`src/hdl/klerp_pkg.sv`:
```
`default_nettype none
package klerp_pkg;

  localparam int CNT_W    = 7;
  localparam int SLOT_W   = 6;
  localparam int SEG_W    = 6;
  localparam int WORD_W   = 32;
  localparam int FRAC_W   = 16;

  // Command codes carried on cmd
  localparam logic CMD_WRITE  = 1'b0;
  localparam logic CMD_SAMPLE = 1'b1;

  typedef struct packed {
    logic [WORD_W-1:0] tstamp;
    logic [WORD_W-1:0] x;
    logic [WORD_W-1:0] y;
    logic [WORD_W-1:0] z;
  } key_t;

  // Handshake between the sequencer and an iterative unit
  typedef struct packed {
    logic go;
  } unit_req_t;

  typedef struct packed {
    logic done;
  } unit_rsp_t;

endpackage
`default_nettype wire

```
`src/hdl/klerp_lerp.sv`:
```
`default_nettype none
module klerp_lerp (
  input  wire logic                           clk,
  input  wire logic                           rst,
  input  wire klerp_pkg::unit_req_t           req,
  input  wire klerp_pkg::key_t                ka,
  input  wire klerp_pkg::key_t                kb,
  input  wire logic [klerp_pkg::FRAC_W-1:0]   frac,
  output klerp_pkg::unit_rsp_t                rsp,
  output logic [klerp_pkg::WORD_W-1:0]        res_x,
  output logic [klerp_pkg::WORD_W-1:0]        res_y,
  output logic [klerp_pkg::WORD_W-1:0]        res_z
);
  import klerp_pkg::*;

  localparam logic [1:0] COMP_X = 2'd0;
  localparam logic [1:0] COMP_Y = 2'd1;
  localparam logic [1:0] COMP_Z = 2'd2;

  localparam int PROD_W = WORD_W + FRAC_W + 2;

  typedef enum logic [3:0] {
    L_IDLE = 4'b0001,
    L_DIFF = 4'b0010,
    L_MUL  = 4'b0100,
    L_ADD  = 4'b1000
  } lstate_t;

  lstate_t                   state;
  logic [1:0]                comp;
  logic [WORD_W-1:0]         sa;
  logic [WORD_W-1:0]         sb;
  logic signed [WORD_W:0]    diff;
  logic signed [PROD_W-1:0]  prod;
  logic [WORD_W-1:0]         sum;

  always_comb begin
    case (comp)
      COMP_X: begin
        sa = ka.x;
        sb = kb.x;
      end
      COMP_Y: begin
        sa = ka.y;
        sb = kb.y;
      end
      COMP_Z: begin
        sa = ka.z;
        sb = kb.z;
      end
      default: begin
        sa = ka.x;
        sb = kb.x;
      end
    endcase
  end

  // Arithmetic shift right by the fraction width floors; keep the low word
  assign sum = sa + prod[FRAC_W +: WORD_W];

  always_ff @(posedge clk) begin
    if (rst) begin
      state    <= L_IDLE;
      comp     <= COMP_X;
      rsp.done <= 1'b0;
    end else begin
      rsp.done <= 1'b0;
      case (state)
        L_IDLE: begin
          if (req.go) begin
            comp  <= COMP_X;
            state <= L_DIFF;
          end
        end
        L_DIFF: state <= L_MUL;
        L_MUL:  state <= L_ADD;
        L_ADD: begin
          if (comp == COMP_Z) begin
            rsp.done <= 1'b1;
            state    <= L_IDLE;
          end else begin
            comp  <= comp + 2'd1;
            state <= L_DIFF;
          end
        end
        default: state <= L_IDLE;
      endcase
    end
  end

  always_ff @(posedge clk) begin
    if (state == L_DIFF) begin
      diff <= $signed({sb[WORD_W-1], sb}) - $signed({sa[WORD_W-1], sa});
    end
    if (state == L_MUL) begin
      prod <= diff * $signed({1'b0, frac});
    end
    if (state == L_ADD) begin
      case (comp)
        COMP_X:  res_x <= sum;
        COMP_Y:  res_y <= sum;
        COMP_Z:  res_z <= sum;
        default: res_x <= sum;
      endcase
    end
  end

endmodule
`default_nettype wire

```
`config.mk`:
```
export PLATFORM = sky130hd
export DESIGN_NAME = klerp_lerp
export DESIGN_NICKNAME = d
export VERILOG_FILES = /design/src/hdl/klerp_pkg.sv /design/src/hdl/klerp_lerp.sv
export SDC_FILE = /design/constraint.sdc
export NUM_CORES = 2
export LEC_CHECK = 0
export ABC_AREA = 0
export BUFFER_PORTS_ARGS = -buffer_cell sky130_fd_sc_hd__clkbuf_2
export CORE_ASPECT_RATIO = 1.25
export CORE_MARGIN = 2
export CORE_UTILIZATION = 58
export CTS_CLUSTER_DIAMETER = 60
export DETAILED_ROUTE_END_ITERATION = 6
export GPL_TIMING_DRIVEN = 0
export HOLD_SLACK_MARGIN = 0.05
export PLACE_DENSITY = 0.88
export SETUP_SLACK_MARGIN = 0.5
export SYNTH_ARGS = -nofsm -noshare
export SYNTH_HDL_FRONTEND = slang
export SYNTH_SLANG_ARGS = --single-unit
```
`constraint.sdc`:
```
create_clock -name clk -period 8.5 [get_ports clk]
set_input_delay 1.275 -clock clk [delete_from_list [all_inputs] [get_ports clk]]
set_output_delay 1.275 -clock clk [all_outputs]
set_load 0.02 [all_outputs]
```
==> metrics <==
Hold Crit Start comp[0]; max-slew violations 0; DR WL/cell 21.8 µm; initial antenna violation count 2; largest net degree at the start of global routing 34; Final Util 0.648; Detailed Place HPWL 66400 µm; Max Cap Viol 0; Netlist cell types 66; synth top area cells fa_1 37%, edfxtp_1 18%, inv_1 8.4%, ha_1 8.3%, and2_1 5.5%; kind of end point of the critical path flip-flop; most common flop cell mapped by yosys edfxtp_1; CTS Buf Count 17; CTS tree done; slew at the pin closest to its max-slew limit 1.09 ns; core area 45900 µm²; Synth async-reset ratio 0; Vias/cell 5.94; Final GP Congestion 1.00; Overflow after GRT 0; first-pass GRT wire length 126000 µm; Hold Crit Endpoint comp[0]; number of flops mapped to enable cells by yosys 161; final setup fails 0; VDD IR-drop max 0.777 mV; fin crit period 7.73 ns; Seq cells post-synth 168; final hold vios 0; Yosys top cell by area fa_1; period utilization 0.909; CTS hold repair buffers 0; crit-path max FO 10; Max Freq 129 MHz; Crit path buffers/inverters 6; Die X-Extent 196 µm; status complete, no violations; Final nets 4078; I/O Pins 372; Die Ht 244 µm; cell area after synthesis 26800 µm²; Starting Density 0.584; Final Skew 0.0129 ns; clk slew on worst S/H paths 0.07 ns; Area Overhead vs Synth 11.0%; layout cells sized above 1 0.117; FF-to-FF path depth 20; PortBufs 307; clk buf depth 2; Initial DRC Count 2152; H-Tree Depth 4; Slew HR 0.265; reg-to-reg slack, setup 1.23 ns; P per Cell Area 486 nW/µm²; Die ar. 48000 µm²; RSZ-0062 raised after global routing no; critical path required time 8.70 ns; kind of critical path in -> reg; Post-CTS Setup Bufs 0; vias in the first global route 23400; Final TNS setup 0 ns; CP Cell Sequence clkbuf_2 > clkbuf_1 > and2_1 > fa_1 > inv_1 > fa_1 > fa_1 > inv_1 > fa_1 > fa_1 > inv_1 > fa_1 > inv_1 > ha_1 > and3_1 > a31o_2 > o41a_1 > o211a_4 > a41oi_4 > o31ai_4 > mux2i_1 > and4_1; post-synthesis sequential area ratio 0.186; Pleak 14.5 nW; cells after synthesis 2804; total track usage 0.349; drt first pass iters 7; Syn Nets 3747; post-cts sizing count 0; Inst Count DP 3701; CP most frequent cell fa_1; WP data arrival 7.92 ns; total power draw 14.5 mW; CP max-delay cell fa_1; reg2reg end prod[47]; Slowest Stage Delay on Critical Path 0.57 ns; synthesized area per cell 9.56 µm²; Yosys warning count 0; remaining antenna violation count after routing 0; Site Rows 88; Final Non-Filler Cells 3734; worst r2r src diff[19]; CTS root buf clkbuf_16; CP delay by family, top adder cells; CTS sink cnt 168; via count 22200; Hold Crit Depth 2; DRC 0; Startpoint Class input pin; Post-Route WL 81500 µm; Hold Path Class reg -> reg; top cell type's share of synthesized area 0.367; clk_lat worst skew 0.45 ns
[state kept, by name, indices dropped and copies added (netlist names)]
| register | flops |
|---|---|
| comp | 2 |
| prod | 32 |
| state | 4 |
| rsp | 1 |
| diff | 33 |
| res_z | 32 |
| res_x | 32 |
| res_y | 32 |
[worst register-to-register path: stages, from the launching register on]
cell      delay (ns)
edfxtp_1        0.54
clkbuf_1        0.53
nand2_1         0.18
fa_1            0.54
fa_1            0.57
fa_1            0.52
inv_1           0.05
fa_1            0.49
fa_1            0.51
inv_1           0.05
fa_1            0.48
inv_1           0.05
ha_1            0.33
and3_1          0.27
a31o_2          0.28
o41a_1          0.50
o211a_4         0.33
a41oi_4         0.36
o31ai_4         0.15
mux2i_1         0.15
and4_1          0.16
[cell usage in the layout (no fill, tap or decap), drive strengths merged, types with 7 or more instances in the layout]
| cell | Yosys | routed |
|---|---|---|
| a21boi | 7 | 7 |
| a21o | 37 | 37 |
| a21oi | 83 | 83 |
| a22oi | 64 | 64 |
| and2 | 237 | 237 |
| and3 | 9 | 9 |
| buf | 5 | 10 |
| clkbuf | 108 | 432 |
| dfxtp | 7 | 7 |
| edfxtp | 161 | 161 |
| fa | 491 | 491 |
| ha | 177 | 177 |
| inv | 602 | 604 |
| nand2 | 394 | 394 |
| nand2b | 12 | 12 |
| nand3 | 15 | 15 |
| nor2 | 55 | 55 |
| nor2b | 17 | 17 |
| nor3 | 9 | 9 |
| o21a | 15 | 15 |
| o21ai | 103 | 103 |
| o21bai | 15 | 15 |
| xnor2 | 65 | 65 |
| xor2 | 27 | 27 |
[final cells by class]
cell class,count,area (µm²)
multi-input combinational,1921,19200
fill,3493,16100
sequential,168,4970
inverter,602,2260
timing repair buffer,312,1580
tap,585,732
buffer,113,430
clock buffer,17,425
clock inverter,15,199
antenna,1,2.50
[cell usage after synthesis, types with 2 or more instances]
cell,count
a21o_1,37
nand4_1,6
a311oi_1,2
a22oi_1,64
or3_1,6
nor3_1,9
inv_1,602
nor3b_1,2
nor4_1,4
edfxtp_1,161
o21ai_1,2
nand2b_1,12
a21oi_1,82
nor2b_1,17
o31ai_1,4
xor2_1,27
and2_1,237
xnor2_1,65
a31o_2,3
or3b_2,2
and4_1,6
dfxtp_1,7
fa_1,491
nor2_1,55
nand3_1,15
mux2i_1,2
o21bai_1,15
o21ai_0,100
ha_1,177
o211ai_1,5
o221a_2,2
clkbuf_1,108
nand3b_1,3
a221oi_1,4
and3_1,9
o31a_1,6
a31oi_1,6
o21a_1,15
a211oi_1,3
nand2_1,394
buf_1,5
o2111a_1,2
a21boi_0,7
[stage by stage]
step                hold slack [ns]  area [µm²]  setup slack [ns]
floorplan                     0.443       26800              1.33
global placement              0.462       29100             0.406
detailed placement            0.467       29100             0.288
CTS                           0.510       29800             0.747
global route                  0.560       29800             0.507
finish                        0.529       29800             0.774
[how the worst max path moves through the flow]
stage | end | cells past startpoint | startpoint
3_5_place_dp | prod[44] | 21 | frac[3]
2_1_floorplan | prod[47] | 22 | frac[8]
6_report | prod[47] | 22 | frac[5]
4_1_cts | prod[44] | 21 | frac[3]
3_3_place_gp | prod[47] | 22 | frac[3]
5_1_grt | prod[46] | 23 | frac[9]
[logic make-up (layout without fill, tap and decap cells)]
family                   count (synthesis)  after routing  synth area share
buffers and inverters                  715           1059             0.100
adder cells (fa/ha/maj)                668            668             0.449
AO/OA/AOI/OAI                          379            379            0.0938
XOR/XNOR                                92             92            0.0301
multiplexers                             2              2          0.000747
AND/OR/NAND/NOR                        780            780             0.140
flip-flops                             168            168             0.186
other                                    0              1                 0
[power by group]
part	switching [mW]	internal, mW	total [mW]
sequential	0.0353	1.58	1.62
clock	0.349	0.492	0.841
combinational	6.91	5.09	12.0
[layer usage]
metal | part of all wire | up-vias | global-route usage
met2 | 0.48 | 1503 | 0.570
li1 | - | 9375 | -
met1 | 0.33 | 10800 | 0.405
met5 | 0.00028 | - | 0
met4 | 0.078 | 4 | 0.225
met3 | 0.12 | 444 | 0.0975
Note: power is estimated with default switching activity, not from simulation.
