===== src/hdl/klerp_pkg.sv =====
`default_nettype none
package klerp_pkg;

  localparam int CNT_W    = 7;
  localparam int SLOT_W   = 6;
  localparam int SEG_W    = 6;
  localparam int WORD_W   = 32;
  localparam int FRAC_W   = 16;

  // Command codes carried on cmd
  localparam logic CMD_WRITE  = 1'b0;
  localparam logic CMD_SAMPLE = 1'b1;

  typedef struct packed {
    logic [WORD_W-1:0] tstamp;
    logic [WORD_W-1:0] x;
    logic [WORD_W-1:0] y;
    logic [WORD_W-1:0] z;
  } key_t;

  // Handshake between the sequencer and an iterative unit
  typedef struct packed {
    logic go;
  } unit_req_t;

  typedef struct packed {
    logic done;
  } unit_rsp_t;

endpackage
`default_nettype wire


===== src/hdl/klerp_div.sv =====
`default_nettype none
module klerp_div (
  input  wire logic                           clk,
  input  wire logic                           rst,
  input  wire klerp_pkg::unit_req_t           req,
  input  wire logic [klerp_pkg::WORD_W-1:0]   num,
  input  wire logic [klerp_pkg::WORD_W-1:0]   den,
  output klerp_pkg::unit_rsp_t                rsp,
  output logic [klerp_pkg::FRAC_W-1:0]        quot
);
  import klerp_pkg::*;

  localparam int STEP_W = $clog2(FRAC_W);

  logic              running;
  logic [STEP_W-1:0] step;
  logic [WORD_W-1:0] rem;
  logic [WORD_W-1:0] den_q;
  logic [WORD_W:0]   shifted;
  logic              fits;

  // Restoring division, one quotient bit a cycle; num < den holds on entry
  assign shifted = {rem, 1'b0};
  assign fits    = shifted >= {1'b0, den_q};

  always_ff @(posedge clk) begin
    if (rst) begin
      running  <= 1'b0;
      rsp.done <= 1'b0;
      step     <= '0;
    end else begin
      rsp.done <= 1'b0;
      if (req.go) begin
        running <= 1'b1;
        step    <= '0;
      end else if (running) begin
        step <= step + STEP_W'(1);
        if (step == STEP_W'(FRAC_W - 1)) begin
          running  <= 1'b0;
          rsp.done <= 1'b1;
        end
      end
    end
  end

  always_ff @(posedge clk) begin
    if (req.go) begin
      rem   <= num;
      den_q <= den;
      quot  <= '0;
    end else if (running) begin
      rem  <= fits ? WORD_W'(shifted - {1'b0, den_q}) : shifted[WORD_W-1:0];
      quot <= {quot[FRAC_W-2:0], fits};
    end
  end

endmodule
`default_nettype wire


===== config.mk =====
export PLATFORM = sky130hd
export DESIGN_NAME = klerp_div
export DESIGN_NICKNAME = d
export VERILOG_FILES = /design/src/hdl/klerp_pkg.sv /design/src/hdl/klerp_div.sv
export SDC_FILE = /design/constraint.sdc
export NUM_CORES = 1
export LEC_CHECK = 0
export BUFFER_PORTS_ARGS = -buffer_cell sky130_fd_sc_hd__buf_2
export CORE_MARGIN = 3
export CORE_UTILIZATION = 50
export DETAILED_ROUTE_END_ITERATION = 12
export PLACE_DENSITY_LB_ADDON = 0.2
export SYNTH_ARGS = -nofsm -noshare
export SYNTH_HDL_FRONTEND = slang
export SYNTH_SLANG_ARGS = --single-unit

===== constraint.sdc =====
create_clock -name clk -period 4.3 [get_ports clk]
set_clock_uncertainty 0.1 [all_clocks]
set_input_delay 0.43 -clock clk [delete_from_list [all_inputs] [get_ports clk]]
set_output_delay 0.43 -clock clk [all_outputs]
set_load 0.02 [all_outputs]

==> summary.md, run 1 <==
| Metric | Value |
|---|---|
| Status | `completed` |
| TNS Setup | `0 ps` |
| Setup Crit Path Kind | `reg2reg` |
| Post-Layout Cell Count | `around 740` |
| Average size of a mapped cell | `between 10 and 15 um^2` |
| Ant. Diodes | `0` |
| Hold-fix buffers at CTS | `0` |
| GP Congestion | `approximately 0.91` |
| Largest net degree at the start of global routing | `51` |
| Number of vias in the routed layout | `4,041` |
| Syn nets | `620` |
| FF+latch count, synth | `86` |
| Final Cycle Share | `0.835` |
| Drt pass-1 iters | `4` |
| Synth async-reset ratio | `0` |
| Row cnt | `37` |
| Post-synth EDFFs | `between 60 and 70` |
| Post-DRT Antenna Nets | `0` |
| Die area | `12,100 um^2` |
| # setup viols final | `0` |
| PostCTS Resize Cnt | `0` |
| Number of global-route vias before repair | `3,906` |
| Tmin final | `about 3600 ps` |
| Post-CTS Setup Inserts | `0` |
| Max Clock Freq | `between 200 and 300 MHz` |
| Die Y | `between 100 and 150 um` |
| Cell area after synthesis | `around 5400 um^2` |
| Critical path arrival | `3620 ps` |
| CP Max Fanout | `26` |
| RSZ-0062 raised after global routing | `no` |
| CTS Root Cell | `clkbuf_8` |
| GRT Residual Overflow | `0` |
| Drt initial violations | `approximately 190` |
| CP Launch Type | `register` |
| Area growth, synth to finish | `13.0%` |
| Depth of the CTS H-tree | `3` |
| Clk Latency, worst-skew pair | `390 ps` |
| WP data required | `around 4300 ps` |
| Via/cell ratio | `5.48` |
| Clk buf depth | `2` |
| Routed Wire Length | `around 11,000 um` |
| Final nets | `697` |
| Die Wd | `around 110 um` |
| CTS tree | `built` |
| Slew Viols, Final | `0` |
| WL/cell | `around 15 um` |
| Yosys cell types | `59` |
| First-pass GRT wire length | `between 15,000 and 20,000 um` |
| I/O pins | `84` |
| Crit. End Element | `register` |
| Peak supply drop | `0.000356 V` |
| Worst Max-Slew Pin Slew | `between 800 and 900 ps` |
| Total global-route track usage | `0.196` |
| Filler instances | `900` |
| Hold Crit Class | `in2reg` |
| Residual DRC | `0` |
| Top_reg_cell synth | `edfxtp_1` |
| Fin. Hold Viols | `0` |
| Sequential cell area fraction in the yosys report | `0.437` |
| DP Area | `around 5900 um^2` |
| Number of antenna violations at the first check in global routing | `0` |
| Commonest non-fill, non-tap cell in the layout | `buf_2` |
| Ratio of cells with drive above 1 in the final layout | `0.241` |
| Synth warn | `0` |
| Static Leakage | `2.71 nW` |
| Post-layout util | `0.586` |
| Placed insts | `~700` |
| Clock Pin Slew Worst Setup and Hold Paths | `~100 ps` |
| Relative slew slack | `0.450` |
| Post-layout instance area | `6110 um^2` |
| IO buf count | `83` |
| Max Cap Viol | `0` |
| Core Region | `~10,000 um^2` |
| Num Clock Sinks | `between 80 and 90` |
| CTS Buf Count | `9` |
| Post-Synthesis Cells | `between 500 and 600` |
| HPWL after detailed placement | `8290 um` |
| Reg2reg setup slack | `710 ps` |
| Most frequent cells in the layout | `82 x buf_2, 64 x edfxtp_1, 44 x a21oi_1` |
| Power per Cell Area | `542 nW/um^2` |
| Initial core utilization | `0.519` |
-- sequential cells by signal, indices dropped and copies added (netlist names) --
| register | flops |
|---|---|
| rsp | 1 |
| rem | 32 |
| quot | 16 |
| running | 1 |
| step | 4 |
| den_q | 32 |
-- logic make-up (layout without fill, tap and decap cells) --
group | count (synthesis) | after routing | share of synthesized area
buffers and inverters | 61 | 143 | 0.0466
and+or+nand+nor | 127 | 127 | 0.115
xor gates and xnor gates | 26 | 26 | 0.0422
AOI/OAI and AO/OA | 126 | 126 | 0.153
DFF | 86 | 86 | 0.437
adders and majority gates | 34 | 34 | 0.0801
muxes | 59 | 59 | 0.126
-- stage by stage --
| stage | hold WS [ps] | total power [mW] | setup WS, ps |
|---|---|---|---|
| after floorplan | 362 | 2.44 | 1120 |
| after global placement | 370 | 2.70 | 826 |
| after detailed placement | 389 | 2.74 | 733 |
| after CTS | 75.1 | 3.32 | 710 |
| after global routing | 78.2 | 3.56 | 468 |
| final | 96.1 | 3.31 | 708 |
-- final cells by class --
cell class	instances	area [um^2]	area share
well taps	136	170	0.0279
inverters	42	158	0.0258
flip-flops and latches	86	2360	0.387
clock buffers	9	124	0.0203
repair buffers	85	433	0.0709
multi-input cells	372	2790	0.457
clock inverters	7	71.3	0.0117
-- final timing paths --
kind | start | endpoint | cells past startpoint
max | rem[11] | rem[3] | 10
min | rst | running | 2
max reg2reg | rem[11] | rem[3] | 10
min reg2reg | quot[0] | quot[0] | 2
-- layer usage --
metal | routed length, um | track usage | up-vias | part of all wire
met1 | 5390 | 0.267 | 1872 | 0.48
met3 | 706 | 0.0640 | 15 | 0.062
met5 | 0 | 0 | - | 0
met4 | 154 | 0.0534 | 0 | 0.014
li1 | - | - | 2043 | -
met2 | 5080 | 0.300 | 111 | 0.45
-- synth_stat cells, drive strengths merged (7+ instances only) --
cell	n	area, um^2
edfxtp	64	1920
a21oi	46	245
nor2	43	164
inv	42	158
mux2	40	492
ha	33	413
nand2	29	116
dfxtp	22	440
o21ai	21	116
mux2i	19	190
a21o	18	135
xnor2	17	149
clkbuf	15	56.3
nand3	12	60.1
a211oi	9	72.6
nor3	9	45.0
xor2	9	78.8
nor2b	7	43.8
o21bai	7	52.6
-- critical path: stages, from the launching register on --
cell	delay [ps]
edfxtp_1	400
ha_1	430
a21oi_4	210
o21ai_1	100
or3_1	370
a211oi_2	330
nor4_2	130
o21ai_4	270
nand2_4	320
mux2_1	420
mux2_2	260
-- power by group --
group | internal (mW) | leakage (nW) | total (mW) | switching (mW)
registers | 1.07 | 0.813 | 1.14 | 0.0722
logic | 0.766 | 1.80 | 1.60 | 0.834
clock network | 0.228 | 0.0999 | 0.572 | 0.344
No activity file was read; power rests on OpenSTA's default activity.
==> run 2, diff against run 1 <==
ABC_AREA = 1   (was not set)
clock period = 3.3 ns   (was 4.3 ns; I/O delays follow)
==> run 2 against run 1 <==
Net effect:
- synthesized area grew 16%
- critical endpoint is now rem[31]
- die area grew 15%
- clock-buffer cell count grew 1
- wire length grew 36%
- via count grew 38%
- setup slack lost 120 ps
- utilization shrank 0.14 points
- largest cell class unchanged
- sequential share of layout area shrank 5.5 points
- register-to-register slack lost 120 ps
- worst hold slack lost 59 ps
- non-clock buffer count grew 4
==> summary.md, run 2 <==
| Metric | Value |
|---|---|
| Sequential cell area fraction in the yosys report | `0.376` |
| CP bufs+invs | `2` |
| FF+latch count, synth | `86` |
| Crit. End Element | `register` |
| Synth cell count leaders | `331 x nand2_1, 181 x inv_1, 68 x nand3_1` |
| GRT Residual Overflow | `0` |
| Die Wd | `around 120 um` |
| CP max stage delay | `a little under 500 ps` |
| Row cnt | `40` |
| Post-Synthesis Cells | `901` |
| GP Congestion | `~1` |
| Total global-route track usage | `0.231` |
| Average size of a mapped cell | `6.98 um^2` |
| Number of antenna violations at the first check in global routing | `0` |
| Critical path arrival | `~2700 ps` |
| Most frequent cells in the layout | `331 x nand2_1, 181 x inv_1, 83 x buf_2` |
| Met3 wire length | `about 870 um` |
| Worst setup margin | `about 600 ps` |
| Post-route total power | `between 4 and 5 mW` |
| Worst Max-Slew Pin Slew | `725 ps` |
| IO buf count | `just over 80` |
| Depth of the CTS H-tree | `3` |
| Filler instances | `between 1k and 1.5k` |
| RSZ-0062 raised after global routing | `no` |
| Largest net degree at the start of global routing | `between 60 and 70` |
| Top sig layer | `met4` |
| Static Leakage | `roughly 3.8 nW` |
| TNS Setup | `0 ps` |
| Yosys cell types | `35` |
| Peak supply drop | `between 0.0004 and 0.0005 V` |
| Drt initial violations | `around 340` |
| Die area | `approximately 14,000 um^2` |
| Place WS | `661 ps` |
| Yosys top cell area share | `0.306` |
| Ratio of cells with drive above 1 in the final layout | `0.139` |
| Post-layout instance area | `7110 um^2` |
| Power per Cell Area | `slightly below 600 nW/um^2` |
| Worst r2r path cells | `16` |
| Hold Crit Depth | `1` |
| Syn nets | `roughly 1.0k` |
| Worst path depth | `16` |
| CP Launch Type | `register` |
| Clock Pin Slew Worst Setup and Hold Paths | `roughly 70 ps` |
| Slowest cell on crit path | `edfxtp_1` |
| Commonest non-fill, non-tap cell in the layout | `nand2_1` |
| Clk buf depth | `2` |
| Cell area after synthesis | `6280 um^2` |
| Top flop regs | `den_q (32), rem (32), quot (16)` |
| Relative slew slack | `0.517` |
| Drt pass-1 iters | `5` |
| Most common cell in the synthesized netlist | `nand2_1` |
| Initial core utilization | `0.517` |
| Status | `completed` |
| Via/cell ratio | `a little under 5` |
| Multi-input logic area | `between 3000 and 4000 um^2` |
| Core Region | `12,200 um^2` |
| Final Cycle Share | `0.823` |
| Worst path most repeated cell | `nand2_1` |
| Wl on met1 | `approximately 7300 um` |
| Max Cap Viol | `0` |
| HPWL after detailed placement | `11,700 um` |
| Synth async-reset ratio | `0` |
| Number of global-route vias before repair | `~5.5k` |
| Synth warn | `0` |
| Slew Viols, Final | `0` |
| CTS Buf Count | `9` |
| CP cell instances | `ha_1 -> nand2_1 -> nand2_1 -> nand2_1 -> nand2_1 -> nand2_1 -> nand2_1 -> nand2_1 -> nand2_1 -> nor2_4 -> buf_4 -> nand3_1 -> nand2_1 -> inv_1 -> nand2_1 -> nand2_1` |
| WL/cell | `between 10 and 15 um` |
| Final nets | `~1.1k` |
| Top_reg_cell synth | `edfxtp_1` |
| Post-DRT Antenna Nets | `0` |
| Ant. Diodes | `0` |
| Post-synth EDFFs | `64` |
| Max Clock Freq | `368 MHz` |
| Largest cells by area after synthesis | `edfxtp_1 31%, nand2_1 20%, inv_1 11%, dfxtp_1 7.0%, ha_1 6.6%` |
| PostCTS Resize Cnt | `0` |
| Hold Slack | `roughly 37 ps` |
| Die Y | `between 100 and 150 um` |
| Synth area leader | `edfxtp_1` |
| Residual DRC | `0` |
| First-pass GRT wire length | `roughly 26,000 um` |
| I/O pins | `between 80 and 90` |
| CTS tree | `built` |
| CP Max Fanout | `31` |
| Post-CTS Setup Inserts | `0` |
| Fin. Hold Viols | `0` |
| Hold Crit Class | `in2reg` |
| CTS Root Cell | `clkbuf_16` |
| FF+latch area | `~2400 um^2` |
| Hold-fix buffers at CTS | `0` |
| # setup viols final | `0` |
| Num Clock Sinks | `86` |
| Top delay family on crit path | `simple AND/OR/NAND/NOR gates` |
| Setup Crit Path Kind | `reg2reg` |
| DP Area | `6840 um^2` |
| Clk Latency, worst-skew pair | `approximately 360 ps` |
| Number of vias in the routed layout | `roughly 5.6k` |
| WP data required | `3310 ps` |
| Area growth, synth to finish | `13.2%` |
| Routed Wire Length | `between 15,000 and 20,000 um` |
| Tmin final | `2710 ps` |
| WL met2 | `around 6900 um` |
run 2: metrics by stage:
step                cells   util
floorplan             901      -
global placement     1139  0.562
detailed placement   1139  0.562
CTS                  1155  0.585
global route         1155  0.585
finish               1155  0.585
run 2: layer usage:
layer	vias up	global-route usage
li1	2956	-
met4	0	0.0747
met2	119	0.372
met3	19	0.0538
met1	2490	0.307
met5	-	0
run 2: final cells by class:
type / count / area share
clock buffers: 10 / 0.0322
clock inverters: 6 / 0.00616
inverters: 186 / 0.0982
multi-input cells: 610 / 0.437
flip-flops and latches: 86 / 0.332
well taps: 168 / 0.0296
repair buffers: 89 / 0.0647
run 2: power breakdown:
| group | leakage [nW] | internal (mW) | total [mW] | switching [mW] |
|---|---|---|---|---|
| sequential | 0.817 | 1.33 | 1.39 | 0.0657 |
| clock | 0.138 | 0.516 | 0.961 | 0.445 |
| combinational | 2.85 | 0.654 | 1.81 | 1.15 |
| total | 3.80 | 2.50 | 4.16 | 1.66 |
run 2: final timing paths:
check	start	end	slack, ps
worst max-delay path	rem[17]	rem[31]	590
worst max register to register	rem[17]	rem[31]	590
worst min register to register	quot[15]	quot[15]	370
worst min-delay path	den[25]	den_q[25]	40
run 2: cell families (layout without fill, tap and decap cells):
kind of cell / after synthesis / after routing / share of synthesized area
AND/OR/NAND/NOR: 514 / 514 / 0.362
buffers and inverters: 205 / 291 / 0.130
flip-flops: 86 / 86 / 0.376
AO/OA/AOI/OAI: 47 / 47 / 0.0428
adder cells (fa/ha/maj): 34 / 34 / 0.0689
XOR/XNOR: 15 / 15 / 0.0209
==> run 3, diff against run 2 <==
clock period = 2.7 ns   (was 3.3 ns; I/O delays follow)
==> run 3 against run 2 <==
Net effect:
- first-iteration DRC count is 9.7% higher
- clock power is 28% higher
- total power rose by 27%
- highest routed layer unchanged
- wire length increased by 6.0%
- critical path depth shrank 3
- via count up 3.1%
- worst hold slack better by 43 ps
- global-route usage grew 1.2 points
- sequential power grew 22%
- cell count rose by 3.5%
- largest power group unchanged
- clock-buffer cell count stayed put
- register-to-register slack got worse by 400 ps
==> summary.md, run 3 (synthesis results as in run 2) <==
| Metric | Value |
|---|---|
| Hold Crit Depth | `3` |
| Worst setup margin | `about 180 ps` |
| Critical path arrival | `approximately 2500 ps` |
| Clk Latency, worst-skew pair | `~360 ps` |
| Hold Crit Class | `in2reg` |
| Die Wd | `118 um` |
| Reg-to-reg critical path endpoint | `rem[27]` |
| Final Cycle Share | `0.933` |
| Worst r2r src | `rem[17]` |
| Status | `completed` |
| Place WS | `127 ps` |
| Initial core utilization | `0.517` |
| Peak supply drop | `around 0.00052 V` |
| Critical path startpoint | `rem[17]` |
| Worst Max-Slew Pin Slew | `between 700 and 800 ps` |
| Clock Pin Slew Worst Setup and Hold Paths | `roughly 70 ps` |
| Via/cell ratio | `4.82` |
| Start point of the worst hold path | `num[9]` |
| Power per Cell Area | `about 700 nW/um^2` |
| WHS Endpoint | `rem[9]` |
| Number of antenna violations at the first check in global routing | `0` |
| TNS Setup | `0 ps` |
| Post-DRT Antenna Nets | `0` |
| Post-CTS Setup Inserts | `0` |
| Commonest non-fill, non-tap cell in the layout | `nand2_1` |
| Num Clock Sinks | `between 80 and 90` |
| Residual DRC | `0` |
| Relative slew slack | `0.511` |
| Row cnt | `40` |
| Static Leakage | `about 4 nW` |
| Crit. End Element | `register` |
| Largest net degree at the start of global routing | `66` |
| Depth of the CTS H-tree | `3` |
| First-pass GRT wire length | `27,100 um` |
| CTS tree | `built` |
| Filler instances | `~1.2k` |
| HPWL after detailed placement | `around 13,000 um` |
| Setup Crit Path Kind | `reg2reg` |
| Core Region | `between 10,000 and 15,000 um^2` |
| WP data required | `2710 ps` |
| Reg2reg setup slack | `about 180 ps` |
| WL/cell | `~14 um` |
| Max Clock Freq | `a little under 400 MHz` |
| Total global-route track usage | `0.243` |
| Number of vias in the routed layout | `~5.8k` |
| Drt initial violations | `374` |
| Worst r2r path cells | `13` |
| Routed Wire Length | `about 16,000 um` |
| CP Launch Type | `register` |
| Drt pass-1 iters | `5` |
| CP Max Fanout | `8` |
| # setup viols final | `0` |
| Die Y | `118 um` |
| Clk buf depth | `2` |
| GRT Residual Overflow | `0` |
| Die area | `roughly 14,000 um^2` |
| Slew Viols, Final | `0` |
| Most frequent cells in the layout | `331 x nand2_1, 181 x inv_1, 83 x buf_2` |
| I/O pins | `84` |
| Top flop regs | `den_q (32), rem (32), quot (16)` |
| Area growth, synth to finish | `20.8%` |
| Fin. Hold Viols | `0` |
| RSZ-0062 raised after global routing | `no` |
| IO buf count | `83` |
| GP Congestion | `roughly 0.91` |
| Tmin final | `between 2000 and 3000 ps` |
| Number of global-route vias before repair | `about 5.6k` |
| CTS Buf Count | `9` |
| Ratio of cells with drive above 1 in the final layout | `0.141` |
| CTS Root Cell | `clkbuf_16` |
| Final nets | `between 1k and 1.5k` |
| Ant. Diodes | `0` |
| Max Cap Viol | `0` |
run 3: stage by stage:
stage / total power [mW] / instances / utilization / hold WS [ps] / instance area [um^2]
final: 5.30 / 1195 / 0.624 / 79.5 / 7590
after detailed placement: 4.03 / 1146 / 0.573 / 346 / 6970
after global placement: 4.01 / 1146 / 0.573 / 338 / 6970
after global routing: 5.73 / 1195 / 0.624 / 76.0 / 7590
after floorplan: 3.43 / 901 / - / 239 / 6280
after CTS: 5.33 / 1195 / 0.624 / 64.4 / 7590
run 3: per-layer routing:
metal  part of all wire  track usage  up-vias
met5                  0            0        -
met4              0.017       0.0799        0
met3              0.066       0.0630       18
met2               0.46        0.391      141
met1               0.46        0.318     2565
li1                   -            -     3034
run 3: area by class of cell:
cell class	count	area, um^2	area share
inverter	186	698	0.0919
sequential	86	2360	0.311
clock buffer	10	250	0.0330
tap	168	210	0.0277
clock inverter	6	41.3	0.00544
timing repair buffer	129	918	0.121
multi-input combinational	610	3110	0.410
run 3: how the worst max path moves through the flow:
stage | depth (start not counted) | end
2_1_floorplan | 4 | rem[0]
3_3_place_gp | 10 | rem[28]
3_5_place_dp | 10 | rem[28]
4_1_cts | 10 | rem[28]
5_1_grt | 13 | rem[4]
6_report | 13 | rem[27]
run 3: timing repair:
item | in CTS | in global routing
hold buffers | 33 | 0
gates resized for setup | 0 | 1
endpoints found under the hold margin | 33 | 0
setup endpoints to repair | 0 | 1
run 3: worst max-delay path: stages (launching register included):
cell and delay (ps):
edfxtp_1 460, ha_1 410, nand2_2 100, nor2_2 180, nand2_1 100, nor2_2 190
nand2_2 90, nor2_4 110, nor2_4 70, nand2_8 100, buf_12 120, nand3_1 110
nand2_1 90, nand2_1 40
run 3: power breakdown:
| group | total (mW) | internal (mW) | switching, mW | leakage [nW] |
|---|---|---|---|---|
| clock | 1.23 | 0.684 | 0.549 | 0.146 |
| combinational | 2.36 | 0.910 | 1.45 | 3.05 |
| sequential | 1.70 | 1.62 | 0.0808 | 0.817 |
